===== config.mk =====
export PLATFORM = sky130hd
export DESIGN_NAME = mp2d_cell
export DESIGN_NICKNAME = d
export VERILOG_FILES = /design/src/hdl/mp2d_pkg.sv /design/src/hdl/mp2d_cell.sv
export SDC_FILE = /design/constraint.sdc
export NUM_CORES = 1
export LEC_CHECK = 0
export BUFFER_PORTS_ARGS = -buffer_cell sky130_fd_sc_hd__buf_2
export CAP_MARGIN = 25
export CORE_UTILIZATION = 40
export CTS_CLUSTER_DIAMETER = 80
export DETAILED_ROUTE_END_ITERATION = 12
export MAX_ROUTING_LAYER = met4
export PLACE_DENSITY = 0.71
export SETUP_SLACK_MARGIN = 0.5
export SYNTH_ARGS = -nofsm -noshare
export SYNTH_HDL_FRONTEND = slang
export SYNTH_SLANG_ARGS = --single-unit
export TNS_END_PERCENT = 100

===== constraint.sdc =====
create_clock -name clock -period 4.6 [get_ports clock]
set_clock_uncertainty 0.05 [all_clocks]
set_input_delay 0.23 -clock clock [delete_from_list [all_inputs] [get_ports clock]]
set_output_delay 0.23 -clock clock [all_outputs]
set_load 0.02 [all_outputs]

===== src/hdl/mp2d_pkg.sv =====
// Shared constants and types for the 2-D max pooling unit.
package mp2d_pkg;

   // Default sizing of the block.
   localparam int DEF_MAX_POOL    = 8;
   localparam int DEF_MAX_WIDTH   = 1024;
   localparam int DEF_SAMPLE_BITS = 16;

   // Fixed limits that come from the register and result field widths.
   localparam int MAX_HEIGHT  = 1024;
   localparam int MAX_STRIDE  = 8;
   localparam int IDX_W       = 10;
   localparam int HGT_W       = 11;
   localparam int CSR_ADDR_W  = 4;
   localparam int CSR_DATA_W  = 32;

   // Register indexes on the configuration port.
   localparam logic [1:0] REG_POOL_SIZE    = 2'd0;
   localparam logic [1:0] REG_POOL_STRIDE  = 2'd1;
   localparam logic [1:0] REG_FRAME_WIDTH  = 2'd2;
   localparam logic [1:0] REG_FRAME_HEIGHT = 2'd3;

   // Register values after reset.
   localparam logic [3:0]  RST_POOL_SIZE    = 4'd2;
   localparam logic [3:0]  RST_POOL_STRIDE  = 4'd2;
   localparam logic [10:0] RST_FRAME_WIDTH  = 11'd1024;
   localparam logic [10:0] RST_FRAME_HEIGHT = 11'd1024;

   // Control bundle that drives one cell of the row maximum chain.
   typedef struct packed {
      logic shift;
      logic use_tap;
      logic first;
   } cell_ctl_type;

endpackage


===== src/hdl/mp2d_cell.sv =====
// One cell of the horizontal maximum chain: holds one past sample of the row.
module mp2d_cell #(
   parameter int SAMPLE_BITS = mp2d_pkg::DEF_SAMPLE_BITS
) (
   input  logic                          clock,
   input  mp2d_pkg::cell_ctl_type        ctl,
   input  logic signed [SAMPLE_BITS-1:0] tap_in,
   input  logic signed [SAMPLE_BITS-1:0] max_in,
   output logic signed [SAMPLE_BITS-1:0] tap_out,
   output logic signed [SAMPLE_BITS-1:0] max_out
);

   logic signed [SAMPLE_BITS-1:0] tap_ff;

   // The sample moves one cell on with every accepted transaction.
   always_ff @(posedge clock) begin
      if (ctl.shift) begin
         tap_ff <= tap_in;
      end
   end

   assign tap_out = tap_ff;

   // Fold this cell's tap into the running maximum when it lies inside the window.
   always_comb begin
      if (ctl.first) begin
         max_out = tap_in;
      end else if (ctl.use_tap && (tap_in > max_in)) begin
         max_out = tap_in;
      end else begin
         max_out = max_in;
      end
   end

endmodule


# [After elaboration in Yosys (flattened, before gate mapping)]
# Index checks and enable logic that the tools add are counted.
# W data, S select, Z words.
[totals] register_bits=16 latchBits=0 ram_bits=0 romBits=0 input_bits=36 output_inout_bits=32 word_cells=5 memories=0
[classes] addsub=0 multipliers=0 div_mod_pow=0 magnitude_cmp=1 n_eq_ne=0 shifts=0 n_mux=2 bitwise=0 reduce_logical=1
[ops] cell="$mux W16" n=2
[ops] cell="$gt A16 B16 Y1" n=1
[ops] cell="$logic_and A1 B1 Y1" n=1

# [Longest topological paths before layout]
[depth] ltp_word=4 ltp_mapped=10 depth_no_buf=8

# [Worst setup path before layout]
# Ideal clock, no wire load.
[synth_timing] kind="input to output" start="input max_in[15]" end="output max_out[0]" t_arrival_ns=2.010 required_ns=4.320 setup_slack_ns=2.310 path_stages=9 path_buffers=1 cell_sequence="inv_1 > ha_1 > nand4_1 > or4_1 > nand2_1 > buf_6 > a311oi_1 > a2111oi_2 > nand3_1"
[synth_via] elab_chain_len=4
[synth_lines] element="start: declaration" line_no="mp2d_cell.sv:8" source="input logic signed [SAMPLE_BITS-1:0] max_in,"
[synth_lines] element="$gt A16 B16 Y1" line_no="mp2d_cell.sv:28" source="end else if (ctl.use_tap && (tap_in > max_in)) begin"
[synth_lines] element="$logic_and A1 B1 Y1" line_no="mp2d_cell.sv:28"
[synth_lines] element="$mux W16" line_no="mp2d_cell.sv:28"
[synth_lines] element="$mux W16" line_no="mp2d_cell.sv:26" source="if (ctl.first) begin"
[synth_lines] element="end: declaration" line_no="mp2d_cell.sv:10" source="output logic signed [SAMPLE_BITS-1:0] max_out"
# Every way passes these cells.

# [Worst setup path after layout]
[layout_timing] start="input max_in[15]" end="output max_out[10]"
# Same word-level chain as after synthesis.

==> reports/summary.txt <==
CP arrival - 2.82 ns
Clock root buffer - clkbuf_8
Post-Syn Nets - 328
Die Area - 0.00543 mm^2
Pre-CTS setup slack - 1.52 ns
Global router's overall resource usage - 0.185
Largest family of logic cells by synthesized area - simple AND/OR/NAND/NOR gates
RSZ-0062 raised after global routing - no
Die Ht - 73.7 um
Post-Synth Adder-Cell Area - 0.0973
Synth Area per Inst - 7.45 um^2
Startpoint types - input pin
Crit path from - max_in[15]
Setup ws final - 1.50 ns
Largest net degree at the start of global routing - 68
Die X - 73.7 um
Worst min-delay path class - input pin to flip-flop
CP Max Fanout - 67
Ys Warns - 0
Hold_ws - 0.168 ns
DRC violation count after routing - 0
DP HPWL - 3.50 mm
DR WL/cell - 12.2 um
Via Count - 2077
Synth Area in Compound Gates - 0.107
Max reg flops - 16
I/O pin cnt - 68
Setup bufs post-CTS - 0
Fmax - 0.323 GHz
Std-Cell Rows - 25
Total power - 0.548 mW
CP Data Required Time - 4.32 ns
Total clock sinks - 16
Clock-pin slew on the worst setup and hold paths - 0.07 ns
Congestion Overflow GR - 0
Layout Nets - 382
Worst setup EP type - output pin
Simple-Gate Fraction of Synth Area - 0.336
Syn-to-layout area delta - 19.2%
1st-pass router iterations - 4
Tightest Pin Transition - 1.01 ns
CTS H-tree lvls - 1
Slew Limit Fails - 0
Post-synthesis xor/xnor area fraction - 0
Most frequent cells in the layout - buf_2, nor2_1, nand2_1
Synth unique cells - 31
CTS tree - done
Final Hold Fails - 0
Final WL - 4.82 mm
Power density cells - 224 mW/mm^2
Synth area leaders - edfxtp_1, mux2i_1, ha_1, nor2_1, nand2_1
Yosys top cell area share - 0.234
Mux cell area share after synthesis - 0.146
WS Path Type - input pin to output pin
Leakage Power - 1.17 nW
Final Setup Violations - 0
Initial antenna violation count - 0
Synth Instances - 276
Mapped Area - 0.00206 mm^2
Max-Cap Viols - 0
Sequential-to-total area share from yosys stat - 0.234
Vias in the first global route - 1724
TNS Setup - 0 ns
Max Root-Sink Buffers - 2
Worst vdd ir - 0.0000937 V
Final period util - 0.673
Outcome - completed
Share of layout cells above drive strength 1 - 0.235
ANT cells - 0
Hold Crit Depth - 1
First-pass GRT wire length - 7.82 mm
Core area - 0.00485 mm^2
Crit path to - max_out[10]
Via/cell ratio - 5.26
Most common cell after layout, fill and taps aside - buf_2
Cts hold-fix bufs - 0
Port Buf Inserts - 67
Hold_sp - tap_in[6]
Slew HR - 0.328
Final period demand of the worst path - 3.10 ns
DR iter-0 viols - 163
# fillers - 475
Routability cong. - 0.804
Post-cts resize count - 0
CTS Buf Count - 3
Synth Register Bits - 16
Post-synth top area cell - edfxtp_1
Antenna-violating nets left - 0
Initial core utilization - 0.424
-- cells by family (layout without fill, tap and decap cells) --
group | count (synthesis) | in the layout
AND/OR/NAND/NOR | 146 | 146
buffers and inverters | 38 | 90
AO/OA/AOI/OAI | 30 | 30
multiplexers | 30 | 30
adder cells (fa/ha/maj) | 16 | 16
flip-flops | 16 | 16
-- power breakdown --
group	internal (mW)	switching [mW]
clock network	0.0581	0.0521
registers	0.173	0.00201
logic	0.0987	0.165
total	0.330	0.219
-- metrics by stage --
| step | cell area, um^2 | cells | utilization |
|---|---|---|---|
| 3_5_place_dp | 2410 | 392 | 0.497 |
| 6_report | 2450 | 395 | 0.506 |
| 3_3_place_gp | 2410 | 392 | 0.497 |
| 4_1_cts | 2450 | 395 | 0.506 |
| 5_1_grt | 2450 | 395 | 0.506 |
| 2_1_floorplan | 2060 | 276 | - |
-- critical path: stages --
cell and delay (ns):
buf_2 0.09, inv_1 0.06, ha_2 0.32, buf_4 0.51, and4_1 0.29, nand2_1 0.09, nand3_2 0.28, buf_4 0.41
mux2i_1 0.24, nand3_1 0.09, buf_2 0.17
-- cell type report --
type / instances / area, um^2 / share of cell area
Multi-Input combinational cell: 222 / 1420 / 0.579
Clock buffer: 3 / 41.3 / 0.0168
Sequential cell: 16 / 480 / 0.196
Inverter: 16 / 60.1 / 0.0245
Timing Repair Buffer: 71 / 365 / 0.149
Tap cell: 67 / 83.8 / 0.0342
-- synthesized netlist by cell type --
cell type	count
a2111oi_2	1
a21o_1	1
a21oi_1	5
a221o_1	1
a221oi_1	1
a22oi_1	15
a311oi_1	1
and2_1	1
and4_1	1
buf_2	5
buf_4	2
buf_6	1
clkbuf_1	14
edfxtp_1	16
ha_1	16
inv_1	16
mux2i_1	30
nand2_1	37
nand3_1	18
nand3b_1	2
nand4_1	4
nand4b_1	1
nor2_1	46
nor2b_1	1
nor3_1	16
nor3b_1	16
nor4_1	2
o211a_1	1
o21a_1	1
o21ai_0	3
or4_1	1
-- worst min path at each step --
stage	slack, ns	endpoint
floorplan	0.28	tap_out[0]$_DFFE_PP_
global placement	0.42	tap_out[11]$_DFFE_PP_
detailed placement	0.42	tap_out[3]$_DFFE_PP_
CTS	0.16	tap_out[3]$_DFFE_PP_
global route	0.17	tap_out[7]$_DFFE_PP_
finish	0.17	tap_out[6]$_DFFE_PP_
-- routing by layer --
layer,vias to the layer above,track usage,routed length (um)
met2,48,0.314,2270
met1,937,0.239,2310
met3,2,0.0178,221
met5,-,-,0
met4,0,0.0363,20
li1,1090,-,-
Note: power is estimated with default switching activity, not from simulation.
